[src/rtl/ttq_ram.sv]
// generic single-port-write ram with registered read
`timescale 1ns / 1ps
module ttq_ram #(
    parameter int WIDTH = 8,
    parameter int DEPTH = 64
) (
    input  logic                     i_clk,
    input  logic                     i_we,
    input  logic [$clog2(DEPTH)-1:0] i_waddr,
    input  logic [WIDTH-1:0]         i_wdata,
    input  logic [$clog2(DEPTH)-1:0] i_raddr,
    output logic [WIDTH-1:0]         o_rdata
);
    logic [WIDTH-1:0] r_mem [DEPTH];
    always_ff @(posedge i_clk) begin
        if (i_we) begin
            r_mem[i_waddr] <= i_wdata;
        end
        o_rdata <= r_mem[i_raddr];
    end
endmodule

[config.mk]
export PLATFORM = sky130hd
export DESIGN_NAME = ttq_ram
export DESIGN_NICKNAME = d
export VERILOG_FILES = /design/src/rtl/ttq_ram.sv
export SDC_FILE = /design/constraint.sdc
export NUM_CORES = 1
export LEC_CHECK = 0
export BUFFER_PORTS_ARGS = -buffer_cell sky130_fd_sc_hd__buf_4
export CORE_MARGIN = 3
export CORE_UTILIZATION = 50
export DETAILED_ROUTE_END_ITERATION = 8
export GPL_TIMING_DRIVEN = 0
export PLACE_DENSITY = 0.71
export SLEW_MARGIN = 20
export SYNTH_ARGS = -nofsm -noshare
export SYNTH_HDL_FRONTEND = slang
export SYNTH_SLANG_ARGS = --single-unit
[constraint.sdc]
create_clock -name i_clk -period 2.41 [get_ports i_clk]
set_clock_uncertainty 0.05 [all_clocks]
set_input_delay 0.3615 -clock i_clk [delete_from_list [all_inputs] [get_ports i_clk]]
set_output_delay 0.3615 -clock i_clk [all_outputs]
set_load 0.01 [all_outputs]
# Yosys cells after proc, flatten, opt, wreduce, memory -nomap -nowiden
# Memory sizes are Yosys's and may differ from the RTL's. A register that Yosys moved wholly into a read port is not among the register bits.
# Index checks and enable logic that the tools add are counted.
# classes
muxes	2
# ops
operator	count
$mux W1	2
# word_totals
regBits	0
mem_bits_rw	512
input_bits	22
output_inout_bits	8
wordCells	3
mem_count	1
# mem_list
name	depth	width	rd	rd_clocked_by_memory_dff	wr	line_no	text
r_mem	64	8	1	1	1	14	logic [WIDTH-1:0] r_mem [DEPTH];

# Longest topological paths before layout
# Gate-level depths: netlist of the first run.
# logic_depth
depth_word	2
depth_mapped	9
depth_no_buf	5

# Least setup slack after synthesis of the first run
# OpenSTA, ideal clock, no wires.
# synth_path
kind	input to register
start	in i_raddr[1]
end	reg o_rdata[3], read port of r_mem
setup_ps	128
arrival_ps	1901
required_ps	2232
slack_ps	331
path_stages	7
n_path_buf	3
path_cell_list	buf_4 buf_2 buf_2 mux4_2 mux4_2 o21ai_1 o41ai_1
# synth_rtl
item	line_no	text
from (decl)	11	input logic [$clog2(DEPTH)-1:0] i_raddr,
to (decl)	12	output logic [WIDTH-1:0] o_rdata

==> metrics.csv, run 1 <==
metric,value,unit
fin nets,1034,
FMAX,0.424,GHz
synth cell count leaders,"edfxtp_1, mux4_2, nor2_1",
CTS sink count,520,
"CTS clk-pin slew, worst paths",0.06,ns
RSZ-0062 raised after global routing,false,
Post-synth EDFFs,512,
Total Power,19000,uW
Chip Width,207,microns
Arrival @ worst endpoint,2.70,ns
worst path buffer plus inverter count,3,
"Clk Latency, worst-skew pair",0.57,ns
sequential share of the synthesized area,77.0,%
status,"finished, final reports clean",
WL final,45900,microns
first-pass GRT wire length,66800,microns
worst hold start,i_raddr[5],
Reg2Reg Setup Slack,0.10,ns
Unique masters post-synth,40,
final estimated routing congestion in global placement,0.868,
CP Launch Type,primary input,
P_leak,0.00708,uW
ys async rst share,0,%
MaxCap Viol Count,0,
post-route minimum period,2.36,ns
R2R Path Start,r_mem[21][6],
Synth Instances,940,
hold path depth,2,
gr ovfl total,0,
dpl hpwl,28500,microns
"IR drop worst, VDD",0.000689,V
routed len/inst,29.2,microns
H-tree depth,2,
Setup TNS Final,0,ns
"count leader, synth",edfxtp_1,
Post-Syn Nets,962,
clk buf depth,3,
initial cell density of the core,51.3,%
num rows,72,
synth warn,0,
CTS tree,yes,
First-pass DRT Iterations,5,
layout cell share with drive strength beyond 1,26.6,%
post-route cell area,0.0227,sq mm
share of the synthesized area in the top cell type,76.2,%
Slew @ Worst Pin,0.982,ns
number of global-route vias before repair,9887,
DRC,0,
CP peak stage delay,0.60,ns
cts bufs inserted,50,
worst path required time,2.76,ns
via count,9815,
# port buffers,21,
Initial DRC Count,1368,
Final Setup Violations,0,
Core Region,0.0393,sq mm
Synth-to-Final Area Change,12.6,%
Post-Syn Area per Cell,21.5,sq um
setup bufs post-CTS,0,
Root Driver,clkbuf_16,
Setup crit start,i_raddr[3],
worst r2r path cells,5,
DP Area,0.0210,sq mm
period utilization,97.8,%
largest area contributor in the netlist,edfxtp_1,
post-route setup slack,0.0520,ns
"critical path, cell by cell",buf_2 -> clkbuf_1 -> clkbuf_1 -> a221oi_1 -> a221oi_1 -> o2bb2ai_1,
top_reg_cell synth,edfxtp_1,
Post-DRT Antenna Nets,0,
initial antenna violation count,1,
"worst slack, placed",-0.881,ns
Hold Crit Class,primary input to register,
largest net degree at the start of global routing,65,
routed vias/inst,6.25,
"Slew Viols, Final",0,
crit path max-delay cell type,clkbuf_1,
Die H,207,microns
Antenna Cells,0,
total die area,0.0428,sq mm
WHS Endpoint,o_rdata[5],
Cell Pwr Density,838,mW/mm^2
Top delay family on crit path,buffers and inverters,
largest cells by area after synthesis,"edfxtp_1, mux4_2, nor2_1, mux2i_1, dfxtp_1",
critical path type,primary input to register,
io pins,30,
Setup crit end kind,register,
GRT Overall Usage,22.0,%
Netlist Area Pre-Place,0.0202,sq mm
Worst R2R End,o_rdata[6],
Slew HR,34.5,%
worst-path fanout max,10,
Fin. Hold Viols,0,
hold slack final,0.118,ns
#FFs+latches synth,520,
worst max-delay path by stage:
stage                     depth (start not counted)         end
after floorplan                                   7  o_rdata[3]
after global placement                            7  o_rdata[3]
after detailed placement                          7  o_rdata[3]
after CTS                                         8  o_rdata[6]
after global routing                              9  o_rdata[1]
final                                             6  o_rdata[1]
layout by cell type (no fill, tap or decap), types with 7 or more instances in the layout:
master | Yosys | routed
buf_2 | 11 | 12
mux4_2 | 126 | 126
clkinv_2 | 0 | 11
nor2_1 | 83 | 82
dfxtp_1 | 8 | 8
nand2b_1 | 7 | 7
o221ai_1 | 8 | 8
buf_4 | 13 | 34
o22ai_1 | 8 | 8
mux2i_1 | 23 | 23
nand3_1 | 13 | 12
nand2_1 | 19 | 19
nor2b_1 | 14 | 14
mux2_2 | 13 | 13
clkbuf_1 | 17 | 25
clkbuf_16 | 0 | 53
edfxtp_1 | 512 | 512
metrics by stage:
stage / cells / util [%]
after floorplan: 940 / -
after global placement: 1479 / 53.4
after detailed placement: 1479 / 53.4
after CTS: 1571 / 57.8
after global routing: 1571 / 57.8
final: 1571 / 57.8
per-layer routing:
layer / GRT usage, % / vias up / wire length, microns
met3: 5.52 / 103 / 5110
met1: 31.4 / 5081 / 17900
met4: 5.83 / 2 / 1250
met5: 0 / - / 16
met2: 34.5 / 547 / 21700
li1: - / 4082 / -
power breakdown:
group | internal [uW] | total (uW) | switching [uW]
Combinational | 371 | 1000 | 634
Clock | 4750 | 7990 | 3240
Sequential | 10000 | 10000 | 17.7
state kept, by name, summed over array words and instances (netlist names):
signal,cells
o_rdata,8
r_mem,512
worst reg2reg max path, cell delays in order (launching register included):
cell,delay [ns]
edfxtp_1,0.40
mux4_2,0.47
mux2_2,0.30
o221a_2,0.28
nor3_1,0.45
o32ai_2,0.21
area by class of cell:
type                            count  area, sq um
Clock inverter                     26          282
Buffer                             50          318
Sequential cell                   520        15500
Tap cell                          518          648
Timing Repair Buffer               21          158
Clock buffer                       67         1410
Fill cell                        2883        16600
Multi-Input combinational cell    369         4360
cells by family after synthesis:
kind of cell,share of synthesized area (%)
buffers and inverters,1.57
AO/OA/AOI/OAI,2.07
AND/OR/NAND/NOR,3.39
flip-flops,77.0
multiplexers,15.9
repair_timing:
item / CTS / global route
hold buffers: 0 / 0
pin swaps: 0 / 0
cloned: 0 / 0
endpoints found under the setup margin: 5 / 14
gates resized for setup: 6 / 9
Note: power is estimated with default switching activity, not from simulation.
==> run 2: changes to the inputs <==
- CAP_MARGIN: default -> 5
- CELL_PAD_IN_SITES_DETAIL_PLACEMENT: default -> 1
- CELL_PAD_IN_SITES_GLOBAL_PLACEMENT: default -> 2
- PLACE_DENSITY: 0.71 -> 0.84
==> run 2 against run 1 <==
Compared with the run above: non-clock buffer count is the same; via count up 2.3%; worst hold slack worse by 0.013 ns; total power down 1.2%; cell count did not move; clock power shrank 3.5%; routed wire length up 12%; first-iteration DRC count increased by 0.44%; global-route usage up 2.8 points; flip-flop and latch count unchanged; sequential share of layout area grew 0.22 points; setup slack lost 0.0060 ns.
==> metrics.csv, run 2 (synthesis results as in run 1) <==
metric,value,unit
biggest regs,"r_mem (512), o_rdata (8)",
final core utilization,57.6,%
DP Area,0.0210,sq mm
dpl hpwl,32400,microns
Cell Pwr Density,830,mW/mm^2
H-tree depth,2,
"Most flops, register",r_mem,
Synth-to-Final Area Change,12.2,%
worst path required time,2.78,ns
"IR drop worst, VDD",0.000499,V
final estimated routing congestion in global placement,0.889,
DRC,0,
post-route minimum period,2.36,ns
CTS sink count,520,
Root Driver,clkbuf_16,
Initial DRC Count,1374,
critical path type,primary input to register,
Hold Crit Class,primary input to register,
FMAX,0.423,GHz
Arrival @ worst endpoint,2.74,ns
P_leak,0.00704,uW
# hold bufs at CTS,0,
period utilization,98.1,%
Setup crit end kind,register,
Chip Width,207,microns
number of global-route vias before repair,10400,
clk buf depth,3,
largest net degree at the start of global routing,65,
initial antenna violation count,2,
"Slew Viols, Final",0,
cts bufs inserted,51,
CP Launch Type,primary input,
routed len/inst,32.7,microns
CTS tree,yes,
gr ovfl total,0,
# port buffers,21,
Post-DRT Antenna Nets,0,
Final Setup Violations,0,
via count,10000,
fill count,3377,
most frequent cells in the layout,"edfxtp_1, mux4_2, nor2_1",
worst-path fanout max,10,
total die area,0.0428,sq mm
"Clk Latency, worst-skew pair",0.58,ns
"commonest non-fill, non-tap cell in the layout",edfxtp_1,
Slew HR,28.0,%
WL final,51300,microns
Die H,207,microns
routed vias/inst,6.39,
First-pass DRT Iterations,5,
Core Region,0.0393,sq mm
max FFs per register,512,
fin nets,1035,
post-route cell area,0.0226,sq mm
setup bufs post-CTS,0,
GRT Overall Usage,24.8,%
initial cell density of the core,51.3,%
Antenna Cells,0,
Fin. Hold Viols,0,
status,"finished, final reports clean",
CTS resizes,8,
layout cell share with drive strength beyond 1,25.8,%
MaxCap Viol Count,0,
"CTS clk-pin slew, worst paths",0.06,ns
io pins,30,
first-pass GRT wire length,74700,microns
Slew @ Worst Pin,1.08,ns
num rows,72,
run 2: changes by cell type in the layout (fill, tap and decap cells not counted), moves of 2 or more:
| cell | previous run | this run |
|---|---|---|
| buf_2 | 12 | 9 |
| bufinv_16 | 6 | 3 |
| buf_4 | 34 | 36 |
| clkinvlp_4 | 2 | 0 |
| clkbuf_2 | 3 | 1 |
| clkbuf_1 | 25 | 30 |
| clkinv_1 | 6 | 8 |
run 2: metal layers:
| layer | share of wire, % | vias up | track usage, % |
|---|---|---|---|
| li1 | - | 4073 | - |
| met1 | 40 | 5363 | 35.9 |
| met2 | 49 | 523 | 39.7 |
| met3 | 8.2 | 81 | 4.77 |
| met4 | 2.5 | 0 | 6.38 |
| met5 | 0 | - | 0 |
run 2: power by group:
part	switching, uW	total (uW)	internal [uW]
combinational	670	1040	375
clock	3280	7710	4430
sequential	21.1	10000	10000
run 2: layout make-up:
cell class                 count  area [sq um]  area share (%)
buffer                        50           333            1.47
clock buffer                  71          1420            6.29
clock inverter                22           175           0.774
multi-input combinational    369          4360            19.3
sequential                   520         15500            68.6
tap                          518           648            2.86
timing repair buffer          21           158           0.696
run 2: through the flow:
step	TNS [ns]	instances	worst slack, ns	power, uW	hold WS, ns
final	0	1571	0.0460	18800	0.105
after global routing	-0.00486	1571	-0.00486	19300	0.0973
after CTS	0	1571	0.0116	18800	0.0800
after detailed placement	-103.00	1479	-1.09	11200	0.705
after global placement	-57.14	1479	-0.888	11200	0.706
after floorplan	0	940	0.331	10800	0.410
run 2: critical path, stage by stage:
cell	delay, ns
buf_2	0.19
buf_4	0.27
clkdlybuf4s15_1	0.69
mux4_2	0.41
mux2i_1	0.44
nand2_1	0.11
nand3_1	0.12
o32ai_2	0.12
run 2: worst paths after layout:
check	from	to	slack, ns	cells after the start
max	i_raddr[2]	o_rdata[4]	0.05	8
min	i_raddr[5]	o_rdata[3]	0.11	2
max reg2reg	r_mem[3][5]	o_rdata[5]	0.14	4
min reg2reg	r_mem[34][1]	o_rdata[1]	0.94	4
==> run 3: changes to the inputs <==
- RECOVER_POWER: default -> 25
==> run 3 against run 2 <==
Compared with the run above: the flow now finishes with violations (slew limit); design area barely moved; cell count did not move; sequential share of layout area rose by 0.061 points; flip-flop and latch count did not move; highest routed layer unchanged; register-to-register slack barely moved; critical endpoint unchanged; clock power barely moved.
==> metrics.csv, run 3 (synthesis results as in run 1) <==
metric,value,unit
status,"finished, violations left",
failing checks,slew limit,
# port buffers,21,
most frequent cells in the layout,"edfxtp_1, mux4_2, nor2_1",
placed insts,1479,
setup bufs post-CTS,0,
cts bufs inserted,51,
DRC,0,
First-pass DRT Iterations,6,
cell internal pwr,14800,uW
gr ovfl total,0,
Synth-to-Final Area Change,12.1,%
Non-Filler Instances,1571,
Initial DRC Count,1309,
"worst slack, placed",-1.09,ns
Fin. Hold Viols,0,
Die H,207,microns
post-route setup slack,0.0653,ns
routed vias/inst,6.38,
Cell Pwr Density,831,mW/mm^2
Chip Width,207,microns
WL final,51200,microns
final estimated routing congestion in global placement,0.889,
GRT Overall Usage,24.8,%
fill count,3382,
Post-DRT Antenna Nets,0,
Arrival @ worst endpoint,2.72,ns
Core Region,0.0393,sq mm
worst-path fanout max,10,
"commonest non-fill, non-tap cell in the layout",edfxtp_1,
"Clk Latency, worst-skew pair",0.57,ns
max FFs per register,512,
routed len/inst,32.6,microns
"Slew Viols, Final",36,
Seq pwr share,53.5,%
"IR drop worst, VDD",0.000502,V
fin nets,1035,
Setup crit end kind,register,
worst path required time,2.78,ns
first-pass GRT wire length,74700,microns
number of global-route vias before repair,10400,
io pins,30,
dpl hpwl,32400,microns
num rows,72,
H-tree depth,2,
clock share of power,41.0,%
FMAX,0.427,GHz
WL met1,20900,microns
largest net degree at the start of global routing,65,
power share of the combinational group,5.6,%
P_leak,0.00704,uW
biggest regs,"r_mem (512), o_rdata (8)",
Reg2Reg Setup Slack,0.15,ns
via count,10000,
uppermost routed layer,met4,
CTS sink count,520,
critical path type,primary input to register,
initial antenna violation count,2,
Routed met3 length,3950,microns
clk buf depth,3,
final core utilization,57.6,%
Final Setup Violations,0,
"CTS clk-pin slew, worst paths",0.06,ns
layout cell share with drive strength beyond 1,25.8,%
initial cell density of the core,51.3,%
switching power,3970,uW
CP Launch Type,primary input,
Hold Crit Class,primary input to register,
sw frac,21.1,%
Root Driver,clkbuf_16,
Antenna Cells,0,
Slew HR,-0.273,%
total die area,0.0428,sq mm
MaxCap Viol Count,0,
Slew @ Worst Pin,1.50,ns
FF/Latch Area,0.0155,sq mm
period utilization,97.3,%
met2 WL,25100,microns
CTS tree,yes,
"Most flops, register",r_mem,
Multi-input gate area,0.00436,sq mm
post-route minimum period,2.34,ns
## run 3: cell count changes in the layout (fill, tap and decap cells not counted)
cell      previous run  this run
clkbuf_2             1         9
buf_4               36        28
## run 3: cell type report
type | count | area share (%)
clock buffers | 71 | 6.30
clock inverters | 22 | 0.775
flip-flops and latches | 520 | 68.7
multi-input cells | 369 | 19.3
well taps | 518 | 2.87
repair buffers | 21 | 0.609
plain buffers | 50 | 1.47
## run 3: power by group through the flow
stage | logic (uW) | registers (uW) | clock network (uW)
after floorplan | 533 | 10200 | 0
after global placement | 994 | 10200 | 0
after detailed placement | 1030 | 10200 | 0
after CTS | 1040 | 10000 | 7780
after global routing | 1090 | 10000 | 8140
final | 1040 | 10000 | 7700
## run 3: stage by stage
step	setup TNS [ns]	hold WS, ns	power, uW	area (sq um)
finish	0	0.116	18800	22600
global route	-0.00486	0.0973	19300	22600
CTS	0	0.0800	18800	22600
detailed placement	-103.00	0.705	11200	21000
global placement	-57.14	0.706	11200	21000
floorplan	0	0.410	10800	20200
## run 3: what timing repair did
action                     in CTS  in global routing
setup endpoints to repair       5                  3
hold buffers                    0                  0
gates resized for setup         8                  5
## run 3: path summary, 6_finish.rpt
check,cells after the start,startpoint,to
setup / recovery,8,i_raddr[2],o_rdata[4]
hold / removal,2,i_raddr[5],o_rdata[5]
setup reg to reg,5,r_mem[29][6],o_rdata[6]
hold reg to reg,4,r_mem[35][1],o_rdata[1]
## run 3: per-layer routing
metal | track usage, % | vias to the layer above
li1 | - | 4076
met1 | 35.9 | 5391
met2 | 39.7 | 466
met3 | 4.77 | 89
met4 | 6.38 | 0
met5 | 0 | -
## run 3: worst max-delay path, stage by stage
cell and delay [ns]:
buf_2 0.19, buf_4 0.28, clkdlybuf4s15_1 0.70, mux4_2 0.42, mux2i_1 0.42, nand2_1 0.10
nand3_1 0.12, o32ai_2 0.12
