`src/rtl/ttq_pkg.sv`:
```
// shared types and constants for the timed task queue
`timescale 1ns / 1ps
package ttq_pkg;
    localparam int READY_DEPTH_DEF = 64;
    localparam int TIMED_DEPTH_DEF = 64;
    localparam int TAG_W = 16;
    localparam int TIME_W = 32;
    localparam int CNT_W = 8;
    localparam int DROP_W = 32;

    localparam logic [2:0] MODE_POST_DELAY = 3'd0;
    localparam logic [2:0] MODE_POST_AT    = 3'd1;
    localparam logic [2:0] MODE_POLL       = 3'd2;
    localparam logic [2:0] MODE_STOP       = 3'd3;
    localparam logic [2:0] MODE_RESTART    = 3'd4;

    localparam logic [0:0] REG_MAX_ENTRIES = 1'd0;

    typedef struct packed {
        logic [2:0]        mode;
        logic              safe;
        logic [TAG_W-1:0]  task_tag;
        logic [TIME_W-1:0] time_value;
        logic [TIME_W-1:0] now;
    } t_in_word;

    typedef struct packed {
        logic              accepted;
        logic              dispatched;
        logic [TAG_W-1:0]  out_tag;
        logic              out_safe;
        logic [CNT_W-1:0]  unsafe_pending;
        logic [CNT_W-1:0]  safe_pending;
        logic [DROP_W-1:0] drop_total;
        logic              stopped;
    } t_out_word;

    typedef enum logic [1:0] {
        ST_IDLE,
        ST_EXEC,
        ST_DONE
    } t_state;

    // per-cell timed entry, ties are ordered by position in the chain
    typedef struct packed {
        logic              valid;
        logic [TIME_W-1:0] due;
        logic [TAG_W-1:0]  tag;
        logic              safe;
    } t_timed_ent;
endpackage

```
`src/rtl/ttq_cell.sv`:
```
// one cell of the sorted timed store chain
`timescale 1ns / 1ps
module ttq_cell
    import ttq_pkg::*;
(
    input  logic       i_clk,
    input  logic       i_rst_n,
    input  logic       i_first,
    input  logic       i_clear,
    input  logic       i_ins,
    input  logic       i_pop,
    input  t_timed_ent i_ins_ent,
    input  t_timed_ent i_left,
    input  t_timed_ent i_right,
    output t_timed_ent o_ent
);
    // chain kept sorted by due, equal due after older ones
    t_timed_ent r_ent;
    t_timed_ent n_ent;
    logic       w_left_gt;
    logic       w_me_gt;
    logic       w_take_new;

    assign w_left_gt  = i_left.valid && (i_left.due > i_ins_ent.due);
    assign w_me_gt    = !r_ent.valid || (r_ent.due > i_ins_ent.due);
    // new entry lands where the left neighbour stays put, empty cells beyond stay empty
    assign w_take_new = i_first || i_left.valid;
    assign o_ent      = r_ent;

    always_comb begin
        n_ent = r_ent;
        if (i_pop) begin
            n_ent = i_right;
        end else if (i_ins) begin
            if (w_me_gt) begin
                if (w_left_gt) begin
                    n_ent = i_left;
                end else if (w_take_new) begin
                    n_ent = i_ins_ent;
                end
            end
        end
        if (i_clear) begin
            n_ent.valid = 1'b0;
        end
    end

    always_ff @(posedge i_clk) begin
        if (!i_rst_n) begin
            r_ent.valid <= 1'b0;
        end else begin
            r_ent.valid <= n_ent.valid;
        end
        r_ent.due  <= n_ent.due;
        r_ent.tag  <= n_ent.tag;
        r_ent.safe <= n_ent.safe;
    end
endmodule

```
`config.mk`:
```
export PLATFORM = sky130hd
export DESIGN_NAME = ttq_cell
export DESIGN_NICKNAME = d
export VERILOG_FILES = /design/src/rtl/ttq_pkg.sv /design/src/rtl/ttq_cell.sv
export SDC_FILE = /design/constraint.sdc
export NUM_CORES = 1
export LEC_CHECK = 0
export BUFFER_PORTS_ARGS = -buffer_cell sky130_fd_sc_hd__buf_4
export CAP_MARGIN = 20
export CORE_MARGIN = 10
export CORE_UTILIZATION = 37
export CTS_CLUSTER_SIZE = 20
export DETAILED_ROUTE_END_ITERATION = 8
export PLACE_DENSITY = 0.66
export SETUP_SLACK_MARGIN = 0.15
export SLEW_MARGIN = 20
export SYNTH_ARGS = -nofsm -noshare
export SYNTH_HDL_FRONTEND = slang
export SYNTH_SLANG_ARGS = --single-unit
```
`constraint.sdc`:
```
create_clock -name i_clk -period 13.1 [get_ports i_clk]
set_input_delay 1.965 -clock i_clk [delete_from_list [all_inputs] [get_ports i_clk]]
set_output_delay 1.965 -clock i_clk [all_outputs]
set_load 0.01 [all_outputs]
```
# Word-level counts from Yosys, hierarchy flattened
# Cells that the tools add are included.
[totals]
input_bits = 156
register_bits = 50
wordCells = 21
[classes]
n_bitwise = 1
mux = 5
n_lt_le_gt_ge = 2
reduce_logical = 9
[ops]
columns = ["cell", "count"]
rows = [
  ["50-bit two-way mux", 5],
  ["32-bit greater-than comparator", 2],
  ["2-bit nonzero test", 2],
  ["3-bit AND reduction", 1],
  ["3-bit nonzero test", 1],
  ["1-bit logical OR", 2],
  ["2-bit OR reduction", 1],
  ["1-bit logical AND", 1],
  ["1-bit logical NOT", 1],
  ["1-bit inverter", 1],
]

# Longest topological paths before layout
# Gate-level depths: netlist of the first run.
[logic_depth]
ltp_word = 6
depth_mapped = 10
mapped_depth_nobuf = 8

# Worst setup path before layout of the first run
# OpenSTA, ideal clock, no wires.
[synth_timing]
path_type = "input -> register"
from = "input port i_ins_ent[47] (netlist bit)"
to = "register r_ent, in the netlist o_ent[0], enable pin"
n_path_buf = 0
cell_stages = 6
setup_ns = 0.487
path_slack_ns = 6.667
arrival_time_ns = 5.946
path_cell_list = "inv_1 ha_1 nand4_1 or4_1 o21bai_1 a31oi_1"
[synth_between]
elab_chain_cells = 4
elab_cells_between_ends = 7
cone_classes = "order compare (2); reduce/logical (5)"
[synth_lines]
columns = ["item", "line_no", "source"]
rows = [
  ["from (decl)", "ttq_cell.sv:12", "input t_timed_ent i_ins_ent,"],
  ["32-bit greater-than comparator (on tied branches)", "ttq_cell.sv:24, ttq_cell.sv:25", ""],
  ["1-bit logical AND / 1-bit logical OR (equally long branches)", "ttq_cell.sv:24, ttq_cell.sv:25", ""],
  ["3-bit nonzero test (no source line) / 2-bit nonzero test (equally long branches)", "n/a", ""],
  ["3-bit AND reduction (no source line) *", "n/a", ""],
  ["to (decl)", "ttq_cell.sv:18", "t_timed_ent r_ent;"],
]
# Mark *: on every way between the ends. The rest lies on a longest branch, timed or not.
# A chain may end at the register's enable or synchronous reset.

# Final worst setup path of the first run
[layout_timing]
from = "input port i_ins_ent[47] (netlist bit)"
to = "register r_ent, in the netlist o_ent[20], enable pin"
# The elaborated chain is that of the path after synthesis.

==> results.md, run 1 <==
- Status: complete, no violations
- Vias after detailed routing: 4563
- CP endpoint kind: flip-flop
- Max transition margin: about a third
- CTS Buffer Depth: 2
- Hold path startpoint: o_ent[49]$_SDFFE_PP0P_
- Reg power frac: between 40 and 50%
- Fin Hold WS: roughly 0.56 ns
- Combinational share of power: about a third
- Die height: 127 um
- Clock group share of total power: between 20% and 30%
- Tcrit/Tclk final: between 30 and 40%
- Crit path top cell by count: buf_4
- Antenna cells: 0
- Yosys reg bits: 50
- Layout cell share with drive strength beyond 1: 33.3%
- Die Wd: about 130 um
- Post-synth top area share: between 30% and 40%
- RSZ-0062 raised after global routing: no
- Vias in the first global route: 4839
- Maxcap violations: 0
- Fillers: approximately 1.1k
- Clk slew on worst S/H paths: 0.07 ns
- Fin crit period: approximately 4.8 ns
- GRT Resource Usage Total: 18.1%
- Crit-path cells: buf_4 > inv_1 > ha_1 > nand4_1 > or4_1 > nor2_1 > o21ai_0 > a31oi_4 > buf_4
- First-pass GRT wire length: about 25000 um
- TNS Setup: 0 ns
- Sequential element share of the synthesized area: 35.0%
- Die area: ~16000 um2
- Register-to-Register Path Depth: 7
- Max FFs per register: 50
- Leakage: 2.81 nW
- Pins Over Slew Limit: 0
- Synth cell count leaders: ha_1, o21ai_0, nand3_1
- VDD IR-drop max: 0.0608 mV
- Post-synth EDFFs: between 40 and 50
- CP top delay family: simple AND/OR/NAND/NOR gates
- Via density: 5.54
- Remaining global-route overflow: 0
- Avg WL per Cell: approximately 19 um
- Layout area overhead: 42.6%
- Final setup violating endpoints: 0
- Routed Antenna Nets: 0
- Port-buffer cells: 205
- Sw Share: between 30% and 40%
- RR Endpoint: o_ent[20]$_DFFE_PP_
- Fmax: between 0.2 and 0.25 GHz
- FP Rows: 39
- Slowest CP cell: a31oi_4
- Crit path buf inv count: 3
- Core box area: between 10000 and 15000 um2
- Io pins: 206
- NetSw: roughly 160 uW
- Wirelength, routed: between 15000 and 20000 um
- Internal power: approximately 350 uW
- WHS Path Cells: 2
- CP Class: in2reg
- Fin nets: 900
- Worst reg-to-reg setup slack: 9.67 ns
- Syn avg cell area: approximately 8.6 um2
- Hold buffers post-CTS: 0
- CP Launch Type: primary input
- CTS Buf Count: 5
- H-tree depth: 2
- Cell count after synthesis: 494
- Initial antenna violation count: 0
- Post-synthesis async set-or-reset flop share: 0%
- Source of the worst register-to-register timing path: o_ent[47]$_DFFE_PP_
- Worst-margin pin slew: approximately 1 ns
- Initial DRC count: roughly 240
- Count leader, synth: ha_1
- Detailed placement HPWL: roughly 13000 um
- RD Place Congestion: 0.848
- Synth Cell Area: between 4000 and 5000 um2
- Clock tree from TritonCTS: done
- Hold crit path type: reg2reg
- Final core utilization: approximately 54%
- Hold endpoint: o_ent[49]$_SDFFE_PP0P_
- First drt pass iteration count: 5
- Clk Latency, worst-skew pair: between 0.2 and 0.3 ns
- Yosys warnings: 0
- Postcts setup bufs: 0
- PwrDens: approximately 84 nW/um2
- Syn_nets: roughly 700
- Root buf cell: clkbuf_16
- Yosys top cell by area: edfxtp_1
- Top cells by area, synth: edfxtp_1, ha_1, a31oi_1
- Most used DFF post-synth: edfxtp_1
- Fin Clk Skew: between 0.01 and 0.015 ns
- Final hold violation count: 0
- Critical Path RT: between 10 and 15 ns
- DRC: 0
- PostCTS Resize Cnt: 0
- Crit-path max FO: 27
- Clock Sinks: 50
- Synth cell types: 44
- Starting density of the core: between 30% and 40%
- Max incr delay on CP: between 0.7 and 0.8 ns
- CP arrival: 4.74 ns
- Pin count of the biggest net entering global routing: 58
-- kinds of logic (layout without fill, tap and decap cells) --
| logic type | count (synthesis) | in the layout | share of synthesized area, % |
|---|---|---|---|
| simple gates | 159 | 159 | 18.2 |
| compound gates | 156 | 156 | 21.5 |
| buf+inv | 65 | 252 | 6.55 |
| fa+ha+maj | 64 | 64 | 18.8 |
| flops | 50 | 50 | 35.0 |
-- tightest hold or removal path: stages, from the launching register on --
cell	delay (ns)
dfxtp_1	0.36
nand2_1	0.07
o32ai_1	0.07
-- cell type report --
class                           instances  area [um2]  area share [%]
Tap cell                              143         179            2.95
Timing Repair Buffer                  209        1590            26.2
Inverter                               35         131            2.16
Clock buffer                            5         125            2.06
Clock inverter                          3        20.0           0.330
Multi-Input combinational cell        379        2540            41.8
Sequential cell                        50        1490            24.6
-- per-layer routing --
metal	global-route usage [%]	part of all wire [%]	vias to the layer above
met2	32.4	50	179
met5	0	0	-
met1	21.2	41	2132
met3	5.00	7.6	17
li1	-	-	2235
met4	3.62	1.1	0
-- worst max path at each step --
stage | start | endpoint | slack [ns] | cells after the start
final | i_ins_ent[47] | o_ent[20]$_DFFE_PP_ | 8.31 | 9
after global placement | i_ins_ent[47] | o_ent[30]$_DFFE_PP_ | 8.03 | 9
after CTS | i_ins_ent[47] | o_ent[11]$_DFFE_PP_ | 8.27 | 9
after detailed placement | i_ins_ent[47] | o_ent[21]$_DFFE_PP_ | 7.97 | 9
after floorplan | i_ins_ent[47] | o_ent[0]$_DFFE_PP_ | 6.67 | 6
after global routing | i_ins_ent[47] | o_ent[31]$_DFFE_PP_ | 8.06 | 9
-- stage by stage --
stage                     instances  total power [mW]  worst slack (ns)  instance area (um2)
after global placement          815             0.379              8.03                 5900
final                           824             0.510              8.31                 6070
after detailed placement        816             0.383              7.97                 5930
after global routing            824             0.542              8.06                 6070
after floorplan                 494             0.292              6.67                 4260
after CTS                       824             0.515              8.27                 6070
-- power groups by stage --
| stage | Sequential (mW) | Combinational (mW) | Clock (mW) |
|---|---|---|---|
| 3_3_place_gp | 0.210 | 0.169 | 0 |
| 5_1_grt | 0.208 | 0.192 | 0.142 |
| 4_1_cts | 0.207 | 0.174 | 0.134 |
| 2_1_floorplan | 0.217 | 0.0748 | 0 |
| 6_report | 0.207 | 0.173 | 0.130 |
| 3_5_place_dp | 0.210 | 0.173 | 0 |
-- cell usage in the layout (no fill, tap or decap), types with 2 or more instances in the layout --
master	synthesis	layout
inv_1	34	34
nor4_1	2	2
edfxtp_1	49	49
nand2_1	19	19
and2_1	2	2
o21a_1	2	2
nor2b_1	3	3
nor2_1	53	53
a31oi_4	0	2
a31oi_1	51	49
nand3_1	55	55
buf_4	1	208
ha_1	64	64
a21oi_1	29	29
o21ai_0	58	58
or4_1	2	2
and4_1	4	4
clkbuf_16	0	5
nand4_1	11	11
a21o_1	4	4
Power figures use the tool's default switching activity.
==> run 2, diff against run 1 <==
ABC_AREA = 1   (was not set)
PLACE_DENSITY = 0.69   (was 0.66)
clock period = 3.9 ns   (was 13.1 ns; I/O delays follow)
==> results.md, run 2 <==
- Status: complete, no violations
- Initial DRC count: 221 (-7.5%)
- Yosys top cell by area: edfxtp_1
- Die area: 16000 um2 (-1.4%)
- Syn_nets: 771 (+8.0%)
- First-pass GRT wire length: 21100 um (-14%)
- H-tree depth: 2 (unchanged)
- Max transition margin: 38.9% (+5.5 points)
- Die Wd: 126 um (-0.72%)
- Worst-margin pin slew: 0.917 ns (-0.0828 ns)
- Cell count after synthesis: 551 (+12%)
- Clk Latency, worst-skew pair: 0.29 ns (about the same)
- Port-buffer cells: 205 (unchanged)
- Post-synth EDFFs: 49 (unchanged)
- Worst reg-to-reg setup slack: 1.11 ns (-8.56 ns)
- Tcrit/Tclk final: 71.8%
- Register-to-Register Path Depth: 11 (+4)
- Sequential element share of the synthesized area: 35.6% (+0.61 points)
- Layout cell share with drive strength beyond 1: 29.4% (-4.0 points)
- Final setup violating endpoints: 0 (unchanged)
- Synth Cell Area: 4190 um2 (-1.7%)
- Post-synth top area share: 35.2% (+0.60 points)
- CP Class: in2reg
- Leakage: 3.13 nW (+11%)
- First drt pass iteration count: 4 (-1)
- Synth cell count leaders: nand2_1, inv_1, o21ai_0
- Clock group share of total power: 25.3% (-0.3 points)
- RSZ-0062 raised after global routing: no
- FP Rows: 38 (-2.6%)
- Maxcap violations: 0 (unchanged)
- Core box area: 10900 um2 (-3.4%)
- Total power: 1.71 mW (+230%)
- CP top delay family: simple AND/OR/NAND/NOR gates
- PwrDens: 286 nW/um2 (+240%)
- Crit path buf inv count: 3 (unchanged)
- RR Endpoint: o_ent[7]$_DFFE_PP_
- Yosys warnings: 0 (unchanged)
- Postcts setup bufs: 0 (unchanged)
- Combinational share of power: 34.0% (about the same)
- Source of the worst register-to-register timing path: o_ent[46]$_DFFE_PP_
- Pins Over Slew Limit: 0 (unchanged)
- Max incr delay on CP: 0.38 ns (-0.37 ns)
- Vias in the first global route: 4452 (-8.0%)
- XOR/XNOR Fraction of Synth Area: 0% (unchanged)
- Clock Sinks: 50 (unchanged)
- CTS Buf Count: 5 (unchanged)
- Sw Share: 30.5% (-0.048 points)
- Slowest CP cell: buf_4
- Max FFs per register: 50 (unchanged)
- TNS Setup: 0 ns (unchanged)
- Fin crit period: ~2.8 ns
- Antenna cells: 0 (unchanged)
- Hold endpoint: o_ent[49]$_SDFFE_PP0P_
- RD Place Congestion: 0.821 (-3.2%)
- NetSw: 520 uW (+230%)
- Post-synthesis async set-or-reset flop share: 0% (unchanged)
- Synth Area in Compound Gates: 16.5% (-5.0 points)
- Layout area overhead: 42.4%
- Routed Antenna Nets: 0 (unchanged)
- Hold path startpoint: i_clear
- Avg WL per Cell: 15.1 um (-22%)
- CP arrival: 2.76 ns (-1.98 ns)
- Root buf cell: clkbuf_16
- WHS Path Cells: 4 (+2)
- Largest family of logic cells by synthesized area: simple AND/OR/NAND/NOR gates
- VDD IR-drop max: 0.164 mV (+170%)
- Clock tree from TritonCTS: done
- WP depth: 13 (+4)
- Internal power: 1.19 mW (+230%)
- Die height: 126 um (-0.72%)
- Pin count of the biggest net entering global routing: 100 (+72%)
- Post-Synth Simple-Gate Area: 20.1% (+1.9 points)
- Commonest non-fill, non-tap cell in the layout: buf_4
- Via density: 4.75 (-14%)
- Commonest cells after routing, fill and taps aside: buf_4, nand2_1, inv_1, o21ai_0, ha_1
- Crit path top cell by count: nand2_1
- CP endpoint kind: flip-flop
- Yosys reg bits: 50 (unchanged)
- Io pins: 206 (unchanged)
- Fin nets: 965 (+7.2%)
- Vias after detailed routing: 4205 (-7.8%)
- Final core utilization: 54.5% (+0.85 points)
- Post-synthesis mux area share: 0% (unchanged)
- Hold buffers post-CTS: 0 (unchanged)
- Fmax: 0.357 GHz
- Syn avg cell area: 7.60 um2 (-12%)
- CP Launch Type: primary input
- Reg power frac: 40.7% (about the same)
- Fin Clk Skew: 0.00888 ns (-0.00113 ns)
- Crit-path cells: buf_4 > inv_1 > ha_1 > nand2_1 > nor3_1 > nor2b_1 > nand2_1 > nand2_1 > nand2_1 > nand2_1 > nand2_1 > nand2_2 > buf_4
- Remaining global-route overflow: 0 (unchanged)
- Top cells by area, synth: edfxtp_1, ha_1, nand2_1
- Post-synthesis adder-cell area fraction: 19.1% (+0.33 points)
- Crit-path max FO: 21 (-22%)
- Initial antenna violation count: 0 (unchanged)
- DRC: 0 (unchanged)
- CTS Buffer Depth: 2 (unchanged)
- GRT Resource Usage Total: 15.8% (-2.4 points)
- PostCTS Resize Cnt: 0 (unchanged)
- Critical Path RT: 3.86 ns (-9.20 ns)
- Count leader, synth: nand2_1
- Detailed placement HPWL: 11000 um (-13%)
- Hold crit path type: in2reg
- Wirelength, routed: 13300 um (-16%)
- Clk slew on worst S/H paths: 0.07 ns (about the same)
- Starting density of the core: 38.3% (+0.66 points)
- Final hold violation count: 0 (unchanged)
- Most used DFF post-synth: edfxtp_1
- Synth cell types: 23 (-48%)
run 2: changes by cell type after synthesis, moves of 4 or more:
cell	delta
nand2_1	+151
nand4_1	-4
o21ai_1	+33
nand3_1	-49
and4_1	-4
nor2_1	-31
a31oi_1	-50
clkbuf_1	-8
inv_1	+35
o21ai_0	+10
run 2: kinds of logic (layout without fill, tap and decap cells):
| logic type | count (synthesis) | count (layout) |
|---|---|---|
| adders and majority gates | 64 | 64 |
| DFF | 50 | 50 |
| AOI/OAI and AO/OA | 135 | 135 |
| buffers and inverters | 90 | 285 |
| and+or+nand+nor | 212 | 212 |
run 2: per-stage QoR:
step                area, um2  cells  hold WS (ns)  worst slack [ns]
floorplan                4190    551         0.572             0.796
global placement         5820    878         0.547             0.810
detailed placement       5820    878         0.560             0.768
CTS                      5960    886         0.546              1.06
global route             5960    886         0.572             0.760
finish                   5960    886         0.552              1.10
run 2: power by group through the flow:
stage | Combinational [mW] | Sequential [mW] | Clock [mW]
2_1_floorplan | 0.272 | 0.730 | 0
3_3_place_gp | 0.571 | 0.704 | 0
3_5_place_dp | 0.586 | 0.707 | 0
4_1_cts | 0.588 | 0.695 | 0.443
5_1_grt | 0.660 | 0.701 | 0.457
6_report | 0.579 | 0.695 | 0.432
run 2: worst max-delay path by stage:
stage / slack (ns) / end / start
final: 1.10 / o_ent[7]$_DFFE_PP_ / i_ins_ent[48]
after global routing: 0.76 / o_ent[26]$_DFFE_PP_ / i_ins_ent[44]
after CTS: 1.06 / o_ent[8]$_DFFE_PP_ / o_ent[44]$_DFFE_PP_
after detailed placement: 0.77 / o_ent[12]$_DFFE_PP_ / i_ins_ent[44]
after global placement: 0.81 / o_ent[12]$_DFFE_PP_ / i_ins_ent[44]
after floorplan: 0.80 / o_ent[0]$_DFFE_PP_ / i_ins_ent[48]
run 2: final cells by class:
cell class                 instances  area, um2
timing repair buffer             208       1560
tap                              140        175
clock buffer                       6        129
sequential                        50       1490
multi-input combinational        411       2330
clock inverter                     2       8.76
inverter                          69        259
fill                            1068       4980
run 2: worst min-delay path, cell delays in order:
cell and delay, ns:
buf_4 0.08, nor2_1 0.06, nand2_1 0.06, nor2_1 0.03
run 2: metal layers:
metal	up-vias	GRT usage, %	part of all wire [%]
met2	138	28.1	50
li1	2226	-	-
met4	0	3.35	1.2
met3	15	4.58	6.5
met1	1826	18.3	42
met5	-	0	0
